[src/rtl/ihex_pkg.sv]
// ----------------------------------------------------------------------------
// ihex_pkg
// Shared types, character codes and lookup functions for the Intel HEX
// data record encoder.
// ----------------------------------------------------------------------------
package ihex_pkg;

  // Default record length in data bytes
  localparam int RECORD_BYTES_DEF = 16;

  // Field widths
  localparam int CMD_W  = 2;
  localparam int ADDR_W = 16;
  localparam int BYTE_W = 8;
  localparam int CHAR_W = 7;
  localparam int FILL_W = 5;

  // Command codes on the input channel
  localparam logic [CMD_W-1:0] CMD_SET_ADDR = 2'd0;
  localparam logic [CMD_W-1:0] CMD_APPEND   = 2'd1;
  localparam logic [CMD_W-1:0] CMD_END      = 2'd2;
  localparam logic [CMD_W-1:0] CMD_UNUSED   = 2'd3;

  // Character codes
  localparam logic [CHAR_W-1:0] CHAR_COLON   = 7'h3A;
  localparam logic [CHAR_W-1:0] CHAR_NEWLINE = 7'h0A;

  // End-of-file record ":00000001FF" plus newline
  localparam int EOF_LEN = 12;

  // Job kinds passed from front to back
  typedef enum logic [1:0] {
    JOB_SET_ADDR = 2'd0,
    JOB_APPEND   = 2'd1,
    JOB_END      = 2'd2
  } job_kind_t;

  // One classified command
  typedef struct packed {
    job_kind_t          kind;
    logic [ADDR_W-1:0]  addr;
    logic [BYTE_W-1:0]  data;
  } job_t;

  // Map a nibble to its uppercase hex character
  function automatic logic [CHAR_W-1:0] hex_char(input logic [3:0] nib);
    logic [CHAR_W-1:0] c;
    if (nib < 4'd10) begin
      c = 7'h30 + {3'b000, nib};
    end else begin
      c = 7'h37 + {3'b000, nib};
    end
    return c;
  endfunction

  // Character of the end-of-file record at a position
  function automatic logic [CHAR_W-1:0] eof_char(input logic [3:0] pos);
    logic [CHAR_W-1:0] c;
    case (pos)
      4'd0:          c = CHAR_COLON;
      4'd8:          c = hex_char(4'h1);
      4'd9, 4'd10:   c = hex_char(4'hF);
      4'd11:         c = CHAR_NEWLINE;
      default:       c = hex_char(4'h0);
    endcase
    return c;
  endfunction

endpackage

[src/rtl/ihex_front.sv]
// ----------------------------------------------------------------------------
// ihex_front
// Accepts commands, classifies them into jobs and holds them in a two-entry
// queue for the back end. Unused command codes are taken and dropped.
// ----------------------------------------------------------------------------
module ihex_front (
  input  logic                        clk,
  input  logic                        rst,
  input  logic                        push,
  output logic                        full,
  input  logic [ihex_pkg::CMD_W-1:0]  command,
  input  logic [ihex_pkg::ADDR_W-1:0] new_address,
  input  logic [ihex_pkg::BYTE_W-1:0] data_byte,
  output logic                        job_valid,
  output ihex_pkg::job_t              job,
  input  logic                        job_take
);
  import ihex_pkg::*;

  job_t       slots [2];
  logic       wr_ptr;
  logic       rd_ptr;
  logic [1:0] count;
  logic       accept;
  logic       enq;
  logic       deq;
  job_t       job_in;

  assign full      = (count == 2'd2);
  assign accept    = push && !full;
  assign job_valid = (count != 2'd0);
  assign deq       = job_take && job_valid;
  assign job       = slots[rd_ptr];

  // Classify the command into a job; drop the unused code
  always_comb begin
    job_in.addr = new_address;
    job_in.data = data_byte;
    enq         = accept;
    unique case (command)
      CMD_SET_ADDR: job_in.kind = JOB_SET_ADDR;
      CMD_APPEND:   job_in.kind = JOB_APPEND;
      CMD_END:      job_in.kind = JOB_END;
      CMD_UNUSED: begin
        job_in.kind = JOB_SET_ADDR;
        enq         = 1'b0;
      end
      default: begin
        job_in.kind = JOB_SET_ADDR;
        enq         = 1'b0;
      end
    endcase
  end

  // Write the queue slot
  always_ff @(posedge clk) begin
    if (enq) begin
      slots[wr_ptr] <= job_in;
    end
  end

  // Advance pointers and occupancy
  always_ff @(posedge clk) begin
    if (rst) begin
      wr_ptr <= 1'b0;
      rd_ptr <= 1'b0;
      count  <= 2'd0;
    end else begin
      if (enq) begin
        wr_ptr <= !wr_ptr;
      end
      if (deq) begin
        rd_ptr <= !rd_ptr;
      end
      if (enq && !deq) begin
        count <= count + 2'd1;
      end else if (deq && !enq) begin
        count <= count - 2'd1;
      end
    end
  end

endmodule

[src/rtl/ihex_back.sv]
// ----------------------------------------------------------------------------
// ihex_back
// Carries out jobs: buffers data bytes, tracks the record address and writes
// records into an output register, one character per cycle while it is free.
// ----------------------------------------------------------------------------
module ihex_back #(
  parameter int RECORD_BYTES = ihex_pkg::RECORD_BYTES_DEF
) (
  input  logic                        clk,
  input  logic                        rst,
  input  logic                        job_valid,
  input  ihex_pkg::job_t              job,
  output logic                        job_take,
  output logic                        empty,
  input  logic                        pop,
  output logic [ihex_pkg::CHAR_W-1:0] char_code,
  output logic                        last_char
);
  import ihex_pkg::*;

  localparam int IDX_W = (RECORD_BYTES > 1) ? $clog2(RECORD_BYTES) : 1;
  localparam logic [FILL_W-1:0] FULL_COUNT = FILL_W'(RECORD_BYTES);
  localparam logic [3:0] HEAD_LAST = 4'd8;
  localparam logic [3:0] EOF_LAST  = 4'(EOF_LEN - 1);

  typedef enum logic [5:0] {
    ST_IDLE = 6'b000001,
    ST_HEAD = 6'b000010,
    ST_DATA = 6'b000100,
    ST_SUM  = 6'b001000,
    ST_NL   = 6'b010000,
    ST_EOF  = 6'b100000
  } state_t;

  state_t              state;
  state_t              state_next;
  logic [BYTE_W-1:0]   byte_buf [RECORD_BYTES];
  logic [FILL_W-1:0]   fill;
  logic [FILL_W-1:0]   ptr;
  logic [3:0]          idx;
  logic                nib;
  logic [BYTE_W-1:0]   sum;
  logic [ADDR_W-1:0]   address;
  logic [ADDR_W-1:0]   pend_addr;
  logic                pend_set;
  logic                pend_end;
  logic                out_valid;
  logic                out_free;
  logic                emit;
  logic [CHAR_W-1:0]   emit_char;
  logic                emit_last;
  logic [BYTE_W-1:0]   count8;
  logic [BYTE_W-1:0]   cur_byte;
  logic [BYTE_W-1:0]   csum;
  logic [BYTE_W-1:0]   sel_byte;

  assign empty    = !out_valid;
  assign out_free = !out_valid || pop;
  assign count8   = {{(BYTE_W-FILL_W){1'b0}}, fill};
  assign cur_byte = byte_buf[ptr[IDX_W-1:0]];
  assign csum     = 8'h00 - sum;
  assign job_take = (state == ST_IDLE) && job_valid;

  // Pick the character for the current step
  always_comb begin
    emit       = 1'b0;
    emit_char  = CHAR_NEWLINE;
    emit_last  = 1'b0;
    sel_byte   = cur_byte;
    state_next = state;
    unique case (state)
      ST_IDLE: begin
        state_next = ST_IDLE;
      end
      ST_HEAD: begin
        emit = out_free;
        case (idx)
          4'd0:    emit_char = CHAR_COLON;
          4'd1:    emit_char = hex_char(count8[7:4]);
          4'd2:    emit_char = hex_char(count8[3:0]);
          4'd3:    emit_char = hex_char(address[15:12]);
          4'd4:    emit_char = hex_char(address[11:8]);
          4'd5:    emit_char = hex_char(address[7:4]);
          4'd6:    emit_char = hex_char(address[3:0]);
          default: emit_char = hex_char(4'h0);
        endcase
        if (idx == HEAD_LAST) begin
          state_next = ST_DATA;
        end
      end
      ST_DATA: begin
        emit      = out_free;
        emit_char = hex_char(nib ? sel_byte[3:0] : sel_byte[7:4]);
        if (nib && (ptr + 5'd1 == fill)) begin
          state_next = ST_SUM;
        end
      end
      ST_SUM: begin
        emit      = out_free;
        emit_char = hex_char(nib ? csum[3:0] : csum[7:4]);
        if (nib) begin
          state_next = ST_NL;
        end
      end
      ST_NL: begin
        emit       = out_free;
        emit_char  = CHAR_NEWLINE;
        emit_last  = !pend_end;
        state_next = pend_end ? ST_EOF : ST_IDLE;
      end
      ST_EOF: begin
        emit      = out_free;
        emit_char = eof_char(idx);
        emit_last = (idx == EOF_LAST);
        if (idx == EOF_LAST) begin
          state_next = ST_IDLE;
        end
      end
      default: begin
        state_next = ST_IDLE;
      end
    endcase
  end

  // Store appended bytes
  always_ff @(posedge clk) begin
    if (job_take && (job.kind == JOB_APPEND)) begin
      byte_buf[fill[IDX_W-1:0]] <= job.data;
    end
  end

  // Capture the job address on each take for a pending set-address job
  always_ff @(posedge clk) begin
    if (job_take) begin
      pend_addr <= job.addr;
    end
  end

  // Sequence jobs and record text
  always_ff @(posedge clk) begin
    if (rst) begin
      state    <= ST_IDLE;
      fill     <= '0;
      ptr      <= '0;
      idx      <= '0;
      nib      <= 1'b0;
      sum      <= '0;
      address  <= '0;
      pend_set <= 1'b0;
      pend_end <= 1'b0;
    end else if (state == ST_IDLE) begin
      idx <= '0;
      nib <= 1'b0;
      ptr <= '0;
      if (job_take) begin
        pend_set <= (job.kind == JOB_SET_ADDR);
        pend_end <= (job.kind == JOB_END);
        unique case (job.kind)
          JOB_SET_ADDR: begin
            if (fill != '0) begin
              state <= ST_HEAD;
            end else begin
              address <= job.addr;
            end
          end
          JOB_APPEND: begin
            fill <= fill + 5'd1;
            if (fill + 5'd1 == FULL_COUNT) begin
              state <= ST_HEAD;
            end
          end
          JOB_END: begin
            state <= (fill != '0) ? ST_HEAD : ST_EOF;
          end
          default: begin
            state <= ST_IDLE;
          end
        endcase
      end
    end else if (emit) begin
      state <= state_next;
      unique case (state)
        ST_HEAD: begin
          if (idx == 4'd0) begin
            sum <= count8 + address[15:8] + address[7:0];
          end
          idx <= (idx == HEAD_LAST) ? 4'd0 : idx + 4'd1;
        end
        ST_DATA: begin
          nib <= !nib;
          if (nib) begin
            sum <= sum + cur_byte;
            ptr <= ptr + 5'd1;
          end
        end
        ST_SUM: begin
          nib <= !nib;
        end
        ST_NL: begin
          address <= pend_set ? pend_addr : address + {{(ADDR_W-FILL_W){1'b0}}, fill};
          fill    <= '0;
          idx     <= '0;
        end
        ST_EOF: begin
          idx <= idx + 4'd1;
        end
        default: begin
          idx <= idx;
        end
      endcase
    end
  end

  // Load the output register; drop it when popped
  always_ff @(posedge clk) begin
    if (rst) begin
      out_valid <= 1'b0;
    end else if (emit) begin
      out_valid <= 1'b1;
    end else if (pop) begin
      out_valid <= 1'b0;
    end
  end

  always_ff @(posedge clk) begin
    if (emit) begin
      char_code <= emit_char;
      last_char <= emit_last;
    end
  end

endmodule

[src/rtl/intel_hex_record_encoder.sv]
// ----------------------------------------------------------------------------
// intel_hex_record_encoder
// Turns set-address, append-byte and end-of-file commands into Intel HEX
// type-00 data and type-01 end-of-file record text, one ASCII character per result word.
// ----------------------------------------------------------------------------
// Input queue: drive command, new_address and data_byte with push; a word is
// taken on a clock edge with push high and full low. Up to two commands wait
// in the front queue while a record is being written.
// Output queue: while empty is low, char_code and last_char show the oldest
// character; pop takes it. last_char marks the final character of a command.
// Throughput: one character per cycle while pop keeps up; the job sequencer
// writes no character while it takes a command. A full record of N bytes is
// 2*N+12 characters (44 at 16 bytes); an end of file adds 12 characters. The
// single character output register sets the pace.
// Latency: a command goes through the queue, sequencer and output register.
// Reset: clears the queue, fill count and record address to zero.
// Stall: a held character with pop low stalls the sequencer, and once the
// front queue fills, full rises and holds the sender.
// ----------------------------------------------------------------------------
module intel_hex_record_encoder #(
  parameter int RECORD_BYTES = ihex_pkg::RECORD_BYTES_DEF
) (
  input  logic                        clk,
  input  logic                        rst,
  input  logic                        push,
  output logic                        full,
  input  logic [ihex_pkg::CMD_W-1:0]  command,
  input  logic [ihex_pkg::ADDR_W-1:0] new_address,
  input  logic [ihex_pkg::BYTE_W-1:0] data_byte,
  output logic                        empty,
  input  logic                        pop,
  output logic [ihex_pkg::CHAR_W-1:0] char_code,
  output logic                        last_char
);
  import ihex_pkg::*;

  logic job_valid;
  logic job_take;
  job_t job;

  // Classify commands and queue them
  ihex_front u_front (
    .clk         (clk),
    .rst         (rst),
    .push        (push),
    .full        (full),
    .command     (command),
    .new_address (new_address),
    .data_byte   (data_byte),
    .job_valid   (job_valid),
    .job         (job),
    .job_take    (job_take)
  );

  // Buffer bytes and write record text
  ihex_back #(
    .RECORD_BYTES (RECORD_BYTES)
  ) u_back (
    .clk       (clk),
    .rst       (rst),
    .job_valid (job_valid),
    .job       (job),
    .job_take  (job_take),
    .empty     (empty),
    .pop       (pop),
    .char_code (char_code),
    .last_char (last_char)
  );

endmodule
[config.mk]
export PLATFORM = sky130hd
export DESIGN_NAME = intel_hex_record_encoder
export DESIGN_NICKNAME = d
export VERILOG_FILES = /design/src/rtl/ihex_pkg.sv /design/src/rtl/ihex_front.sv /design/src/rtl/ihex_back.sv /design/src/rtl/intel_hex_record_encoder.sv
export SDC_FILE = /design/constraint.sdc
export NUM_CORES = 1
export LEC_CHECK = 0
export BUFFER_PORTS_ARGS = -buffer_cell sky130_fd_sc_hd__clkbuf_2
export CORE_ASPECT_RATIO = 0.8
export CORE_MARGIN = 4
export CORE_UTILIZATION = 48
export CTS_CLUSTER_DIAMETER = 30
export DETAILED_ROUTE_END_ITERATION = 10
export GPL_TIMING_DRIVEN = 1
export HOLD_SLACK_MARGIN = 0.03
export PLACE_DENSITY = 0.66
export SLEW_MARGIN = 40
export SYNTH_ARGS = -nofsm -noshare
export SYNTH_HDL_FRONTEND = slang
export SYNTH_SLANG_ARGS = --single-unit
[constraint.sdc]
create_clock -name clk -period 3.9 [get_ports clk]
set_input_delay 0.585 -clock clk [delete_from_list [all_inputs] [get_ports clk]]
set_output_delay 0.585 -clock clk [all_outputs]
set_load 0.05 [all_outputs]
# Word-level counts from Yosys, hierarchy flattened
# Memories as Yosys holds them, arrays and structs flattened. A register that Yosys moved wholly into a read port is not among the register bits.
# Index checks and enable logic that the tools add are counted.
classes:
  n_addsub: 26
  order_cmp: 8
  eq_ne: 36
  mux: 59
  bitwise_logic: 1
  reduce_logical: 40
ops:
  columns: ["cell", "n"]
  rows:
  - ["$mux 16", 7]
  - ["$add 6x4->7 const A", 14]
  - ["$mux 6", 11]
  - ["$mux 7", 8]
  - ["$pmux 7 s4", 2]
  - ["$pmux 7 s7", 1]
  - ["$pmux 6 s5", 1]
  - ["$lt 4x4->1 const B", 7]
  - ["$mux 5", 5]
  - ["$mux 4", 5]
  - ["$pmux 6 s3", 1]
  - ["$add 16x5->16", 1]
  - ["$add 8x8->8", 2]
  - ["$eq 4x4->1 const B", 4]
  - ["$mux 8", 2]
  - ["$pmux 8 s2", 1]
  - ["$add 6x1->7 const A", 2]
  - ["$eq 4x3->1 const B", 3]
  - ["$ne 3x1->1 const B", 4]
  - ["$pmux 4 s3", 1]
  - ["$reduce_bool 2->1", 6]
  - ["$add 5x1->5 const B", 2]
  - ["$mux 1", 10]
  - ["$reduce_and 5->1", 2]
  - ["other kinds (38)", 68]
word_totals:
  register_bits: 76
  ram_bits: 180
  inputBits: 30
  output_inout_bits: 10
  wordCells: 188
  mem_count: 2
memory_table:
  columns: ["name", "words", "word_bits", "rd", "rd_clocked_by_memory_dff", "write_ports", "line_no", "rtl"]
  rows:
  - ["u_back.byte_buf", 16, 8, 1, 1, 1, "ihex_back.sv:37", "logic [BYTE_W-1:0] byte_buf [RECORD_BYTES];"]
  - ["u_front.slots", 2, 26, 1, 1, 1, "ihex_front.sv:20", "job_t slots [2];"]

# Depth between registers and ports, before layout
# Gate-level depths: netlist of the first run.
logic_depth:
  ltp_word: 8
  mapped_depth: 16

# Cells and area by module
# From an unflattened synthesis of the first run, not the netlist that was laid out.
hier_totals:
  cells_unflattened: 1088
  hier_area_um2: 13250.2
by_module_without_submodules:
  columns: ["mod", "instances", "cells_per_inst", "area_per_inst_um2", "seq_area_each_um2"]
  rows:
  - ["ihex_back", 1, 980, 11124.4, 5605.4]
  - ["ihex_front", 1, 108, 2125.8, 1661.6]

# Worst setup path after synthesis of the first run
# Ideal clock, no wire load.
synth_timing:
  kind: "reg2reg"
  start: "register with a tool-made name"
  end: "register u_back.sum[7]"
  arrival_ps: 3318
  slack_ps: 486
  path_stages_with_launch: 15
  n_path_buf: 2
  synth_period_minus_slack_ps: 3414
  path_cell_list: "dfxtp_1 -> buf_6 -> buf_6 -> mux4_1 -> mux2_2 -> o21ai_0 -> inv_1 -> ha_1 -> a21o_1 -> a211o_1 -> a2111oi_0 -> nor3_1 -> xnor2_1 -> nand2_1 -> a221oi_1"
synth_lines:
  columns: ["item", "line_no", "rtl"]
  rows:
  - ["end signal: assignment", "ihex_back.sv:185", "sum <= count8 + address[15:8] + address[7:0];"]
  - ["end signal: assignment", "ihex_back.sv:192", "sum <= sum + cur_byte;"]
  - ["end: declaration", "ihex_back.sv:42", "logic [BYTE_W-1:0] sum;"]

==> results of run 1 <==
==> path summary, 6_finish.rpt <==
| kind | start | to | slack, ns | depth (start not counted) |
|---|---|---|---|---|
| max | flop | u_back.sum[7] | 0.28 | 12 |
| min | new_address[11] | u_front.slots[0][19] | 0.22 | 1 |
| max reg2reg | flop | u_back.sum[7] | 0.28 | 12 |
| min reg2reg | u_back.address[0] | u_back.address[0] | 0.50 | 2 |
==> cells by family after synthesis <==
family,Yosys count,share of synthesized area (%)
AOI/OAI and AO/OA,212,10.9
xor gates and xnor gates,53,3.53
adders and majority gates,48,5.02
DFF,261,55.2
muxes,93,10.9
buffers and inverters,92,3.46
and+or+nand+nor,281,11.0
==> per-layer routing <==
layer  wire [um]  vias up
met3        2580       44
met1       15100     4359
met4         557        0
li1            -     4125
met5           0        -
met2       13100      367
==> registers in the layout (all words and copies together), names as in the netlist, 2 cells and up, named ones only <==
| name | count |
|---|---|
| u_back.char_code | 7 |
| u_back.sum | 8 |
| u_back.fill | 5 |
| u_front.count | 2 |
| u_front.slots | 52 |
| u_back.state | 6 |
| u_back.byte_buf | 128 |
| u_back.ptr | 5 |
| u_back.idx | 4 |
| u_back.address | 16 |
| u_back.pend_addr | 16 |
==> layout make-up <==
cell class | instances | area [sq um] | area share [%]
clock buffer | 61 | 1290 | 8.37
sequential | 261 | 7270 | 47.1
multi-input combinational | 687 | 5450 | 35.3
tap | 357 | 447 | 2.89
timing repair buffer | 80 | 515 | 3.34
inverter | 31 | 116 | 0.754
clock inverter | 27 | 345 | 2.24
==> cell usage after synthesis (all sizes together) (4+ instances only) <==
cell	instances
ha	40
o31ai	4
o21a	4
and2	4
xnor2	42
buf	28
clkbuf	33
nand3	19
o21ai	34
a311oi	4
a211o	7
o211ai	12
a211oi	22
dfxtp	57
nor4	11
nand2b	11
edfxtp	204
a2111oi	4
nand2	67
a31oi	6
nand3b	5
nor3	29
a32oi	5
a221oi	5
mux2i	25
mux4	33
nor3b	5
and3b	5
mux2	35
fa	8
nand4	10
a21o	11
nor2b	15
inv	30
nor2	79
o22ai	7
o21bai	4
a21oi	64
or3	6
xor2	11
==> per-stage QoR <==
| step | power (mW) | hold WS (ns) |
|---|---|---|
| 2_1_floorplan | 4.87 | 0.454 |
| 3_3_place_gp | 5.37 | 0.474 |
| 3_5_place_dp | 5.41 | 0.485 |
| 4_1_cts | 9.60 | 0.204 |
| 5_1_grt | 9.98 | 0.196 |
| 6_report | 9.56 | 0.222 |
==> power by group through the flow <==
| stage | clock (mW) | combinational [mW] | sequential (mW) |
|---|---|---|---|
| global placement | 0 | 1.74 | 3.63 |
| detailed placement | 0 | 1.77 | 3.64 |
| CTS | 4.23 | 1.79 | 3.59 |
| floorplan | 0 | 1.32 | 3.55 |
| global route | 4.36 | 1.99 | 3.62 |
| finish | 4.15 | 1.81 | 3.60 |
==> worst max-delay path, stage by stage, from the launching register on <==
cell,delay [ns]
dfxtp_1,0.56
mux4_1,0.62
mux2_2,0.30
o21ai_0,0.21
inv_1,0.07
ha_1,0.28
a21o_1,0.18
a211o_1,0.30
a2111oi_0,0.41
nor3_1,0.14
xnor2_1,0.17
nand2_1,0.07
a221oi_1,0.22
==> run_results.csv, run 1 <==
group,metric,value,unit
route,drc_errors,0,
yosys,syn_area_per_cell,12.7,sq um
power,p_seq_share,37.6,%
yosys,ys_types,79,
yosys,yosysTopAreaCell,"edfxtp_1",
clocking,clk_path_buf_depth,3,
yosys,syn_nets,1118,
route,via_per_inst,5.91,
yosys,ys_seq_elements,261,
grt,grt.total_usage,21.2,%
cells_and_area,syn_to_final_growth,17.2,%
power,p_per_area,619,nW/um^2
power,p_sw_share,29.2,%
yosys,syn_inst,1040,
die,core,26700,sq um
cells_and_area,layout-drive-gt1-share,20.6,%
grt,grt_max_degree,33,
grt,grt_overflow,0,
placed_design,io_buffers,39,
clocking,cts.repair.resized,0,
yosys,synth_edf_count,204,
clocking,clockRootBuffer,"clkbuf_16",
yosys,synth_seq_area_share,55.2,%
power,p_comb_share,18.9,%
grt,use_met2,29.4,%
die,initial_core_util,49.4,%
timing,hold_violations,0,
grt,gr-usage-met1,34.0,%
die,die-area,30200,sq um
clocking,cts_tree,"yes",
cells_and_area,final_nets,1186,
worst_setup_path,worstPathArrival,4.05,ns
clocking,path_clk_slew,0.05,ns
timing,skew,0.0150,ns
placed_design,gp_routability_congestion,0.897,
power,clkPwrFrac,43.4,%
clocking,postCtsSetupBuffers,0,
cells_and_area,finish.utilization,57.9,%
route,vias,8895,
power,internal_power,6.77,mW
route,first_iter_violations,878,
job,drv_cap,0,
clocking,clkLatencyLatePin,0.55,ns
cells_and_area,final_cell_mix,"edfxtp_1 (204), nor2_1 (77), nand2_1 (67)",
placed_design,dpl-instance-area,13800,sq um
yosys,ys_async_sr_fraction,0,%
die,io_pins,40,
power,p_switching,2.79,mW
worst_setup_path,crit_required,4.34,ns
grt,antenna_found_initial,0,
timing,worstMarginPinSlew,0.791,ns
timing,period_minus_slack,3.62,ns
worst_setup_path,criticalPathCategory,"reg -> reg",
timing,fin_setup_tns,0,ns
route,wl_per_cell,20.8,um
power,p_leak,5.34,nW
run_status,status,"finished, final reports clean",
timing,post-route-period-util,92.7,%
grt,top_usage_layer,"met1",
grt,first_global_vias,8593,
die,die_h,156,um
grt,use_met3,4.32,%
placed_design,dp_cells,1416,
worst_setup_path,endpoint_kind,"flop",
die,core.rowCount,53,
placed_design,post-place-ws,0.341,ns
clocking,cts.sinks,261,
grt,grt_pass1_wl,49700,um
timing,finalMaxSlewViolations,0,
cells_and_area,antenna_cells,0,
cells_and_area,fill_cells,2183,
yosys,yosys.area.top_type_share,46.5,%
timing,max_freq,277,MHz
yosys,ys.flop_type,"edfxtp_1",
timing,slew_headroom,47.3,%
timing,setup_viol,0,
clocking,cts_buffers,47,
worst_setup_path,crit_fanout,6,
yosys,yosys_warnings,0,
route,first_pass_iters,5,
yosys,yosys-top-cells-area,"edfxtp_1 (47%), dfxtp_1 (8.7%), ha_1 (3.8%)",
clocking,ctsHoldBuffers,0,
timing,rsz0062_at_grt,"no",
worst_setup_path,cp-start-kind,"flop",
die,dieWidth,193,um
route,ant_nets,0,
route,wl,31300,um
yosys,synth_area,13200,sq um
clocking,cts_htree_levels,2,
cells_and_area,mostFrequentLayoutCell,"edfxtp_1",
hold_path,hold_path_class,"in -> reg",
power,vdd_ir_drop_max,0.433,mV
cells_and_area,postLayoutCellArea,15400,sq um
placed_design,hpwlAfterDp,21500,um
timing,setup_slack,0.284,ns
cells_and_area,fin_cells,1504,
No activity file was read; power rests on OpenSTA's default activity.
==> run 2, diff against run 1 <==
--- a/config.mk
+++ b/config.mk
@@ -9,11 +9,11 @@
 export CORE_ASPECT_RATIO = 0.8
 export CORE_MARGIN = 4
 export CORE_UTILIZATION = 48
-export CTS_CLUSTER_DIAMETER = 30
 export DETAILED_ROUTE_END_ITERATION = 10
 export GPL_TIMING_DRIVEN = 1
 export HOLD_SLACK_MARGIN = 0.03
 export PLACE_DENSITY = 0.66
+export REMOVE_ABC_BUFFERS = 1
 export SLEW_MARGIN = 40
 export SYNTH_ARGS = -nofsm -noshare
 export SYNTH_HDL_FRONTEND = slang
==> run 2 against run 1 <==
Effect of this change:
- maximum frequency decreased by 0.75%
- critical path type unchanged
- first-iteration DRC count rose by 17%
- core utilization fell by 2.7 points
- flip-flop and latch count is the same
- cell area is 4.7% lower
- via count decreased by 1.6%
- worst hold slack lost 0.0017 ns
- sequential power about the same
- global-route usage decreased by 0.51 points
- clock power fell by 38%
==> run_results.csv, run 2 (synthesis results as in run 1) <==
group,metric,value,unit
run_status,status,"finished, final reports clean",
worst_setup_path,worstPathArrival,4.09,ns
timing,max_freq,275,MHz
worst_setup_path,criticalPathCategory,"reg -> reg",
clocking,cts_tree,"yes",
clocking,cts.sinks,261,
timing,worstMarginPinSlew,0.735,ns
die,initial_core_util,49.4,%
grt,top_usage_layer,"met1",
grt,use_met2,28.6,%
hold_path,hold-path-cell-count,1,
route,ant_nets,0,
timing,period_minus_slack,3.64,ns
power,vdd_ir_drop_max,0.394,mV
power,p_sw_share,30.9,%
grt,first_global_vias,8199,
die,core.rowCount,53,
cells_and_area,syn_to_final_growth,11.8,%
die,die-area,30200,sq um
worst_setup_path,r2r_cells,14,
hold_path,min_from,"new_address[10]",
job,drv_cap,0,
power,p_seq_share,45.3,%
hold_path,min_to,"u_front.slots[0][18]",
placed_design,post-place-ws,0.250,ns
worst_setup_path,cp-start-kind,"flop",
worst_setup_path,endpoint_kind,"flop",
grt,antenna_found_initial,0,
clocking,path_clk_slew,0.06,ns
timing,post-route-period-util,93.4,%
clocking,clkLatencyLatePin,0.55,ns
timing,setup_slack,0.257,ns
power,p_switching,2.46,mW
worst_setup_path,crit_required,4.35,ns
worst_setup_path,r2r_setup_slack,0.26,ns
route,wl,31000,um
timing,skew,0.0121,ns
grt,use_met3,4.23,%
timing,finalMaxSlewViolations,0,
route,first_pass_iters,5,
cells_and_area,fill_cells,2209,
power,clkPwrFrac,32.4,%
cells_and_area,layout-drive-gt1-share,18.0,%
power,p_leak,5.00,nW
cells_and_area,final_nets,1168,
route,drc_errors,0,
cells_and_area,mostFrequentLayoutCell,"edfxtp_1",
timing,slew_headroom,49.6,%
cells_and_area,regArea,7270,sq um
grt,gr-usage-met1,33.9,%
clocking,postCtsSetupBuffers,0,
grt,grt.total_usage,20.7,%
timing,setup_viol,0,
die,dieWidth,193,um
power,p_comb_share,22.3,%
clocking,clk_path_buf_depth,3,
power,p_per_area,540,nW/um^2
timing,rsz0062_at_grt,"no",
grt,grt_overflow,0,
cells_and_area,final_cell_mix,"edfxtp_1 (204), nor2_1 (78), nand2_1 (67)",
timing,hold_violations,0,
die,core,26700,sq um
route,wl_per_cell,21.1,um
route,first_iter_violations,1024,
placed_design,io_buffers,39,
grt,grt_pass1_wl,48500,um
cells_and_area,antenna_cells,0,
route,via_per_inst,5.96,
grt,grt_max_degree,32,
clocking,cts_htree_levels,1,
cells_and_area,largest_register_ffs,128,
hold_path,hold_path_class,"in -> reg",
placed_design,gp_routability_congestion,0.960,
cells_and_area,multiInputGateArea,5460,sq um
cells_and_area,finish.utilization,55.2,%
clocking,cts_buffers,28,
worst_setup_path,crit_fanout,8,
die,die_h,156,um
worst_setup_path,rr_endpoint,"u_back.sum[7]",
clocking,clockRootBuffer,"clkbuf_16",
power,internal_power,5.50,mW
die,io_pins,40,
route,vias,8754,
placed_design,hpwlAfterDp,21700,um
[run 2: changes by cell type in the layout (fill, tap and decap cells not counted), sizes merged]
cell,before,now
bufinv,6,2
buf,41,42
inv,36,30
clkinv,11,13
clkinvlp,5,1
clkbuf,100,75
[run 2: repair_timing]
action / CTS / global route
setup endpoints to repair: 0 / 1
hold endpoints to repair: 0 / 0
hold buffers: 0 / 0
gates resized for setup: 0 / 2
[run 2: power by group through the flow]
stage / logic, mW / registers, mW / clock network, mW
final: 1.78 / 3.60 / 2.57
after global routing: 1.96 / 3.63 / 2.77
after CTS: 1.77 / 3.60 / 2.64
after detailed placement: 1.75 / 3.65 / 0
after global placement: 1.72 / 3.65 / 0
after floorplan: 1.15 / 3.63 / 0
[run 2: area by class of cell]
class | instances | area share (%)
Clock buffer | 36 | 5.10
Clock inverter | 15 | 1.03
Inverter | 31 | 0.791
Multi-Input combinational cell | 687 | 37.1
Sequential cell | 261 | 49.4
Tap cell | 357 | 3.04
Timing Repair Buffer | 81 | 3.58
[run 2: worst max path at each step]
stage | end | from | depth (start not counted)
after floorplan | u_back.sum[7] | flop | 12
final | u_back.sum[7] | flop | 14
after global placement | u_back.sum[7] | flop | 14
after global routing | u_back.sum[7] | flop | 14
after detailed placement | u_back.sum[7] | flop | 14
after CTS | u_back.sum[7] | flop | 14
[run 2: worst max-delay path, cell delays in order, from the launching register on]
cell       delay, ns
dfxtp_1         0.44
buf_6           0.19
mux4_1          0.58
mux2i_2         0.26
nand2_1         0.08
o21ai_0         0.18
inv_1           0.08
ha_1            0.29
a21o_1          0.18
a211o_1         0.31
a2111oi_0       0.36
nor3_1          0.13
xnor2_1         0.17
nand2_1         0.07
a221oi_1        0.22
[run 2: stage by stage]
step,setup TNS [ns],hold WS [ns],cells,area (sq um),power (mW)
floorplan,-0.0611,0.448,979,12800,4.78
global placement,0,0.471,1417,13800,5.36
detailed placement,0,0.491,1417,13800,5.40
CTS,0,0.191,1468,14700,8.01
global route,0,0.203,1468,14700,8.36
finish,0,0.220,1468,14700,7.95
[run 2: per-layer routing]
layer  vias to the layer above  part of all wire (%)
met5                         -                     0
met4                         0                   1.7
met3                        48                   9.4
met2                       367                    41
met1                      4263                    48
li1                       4076                     -
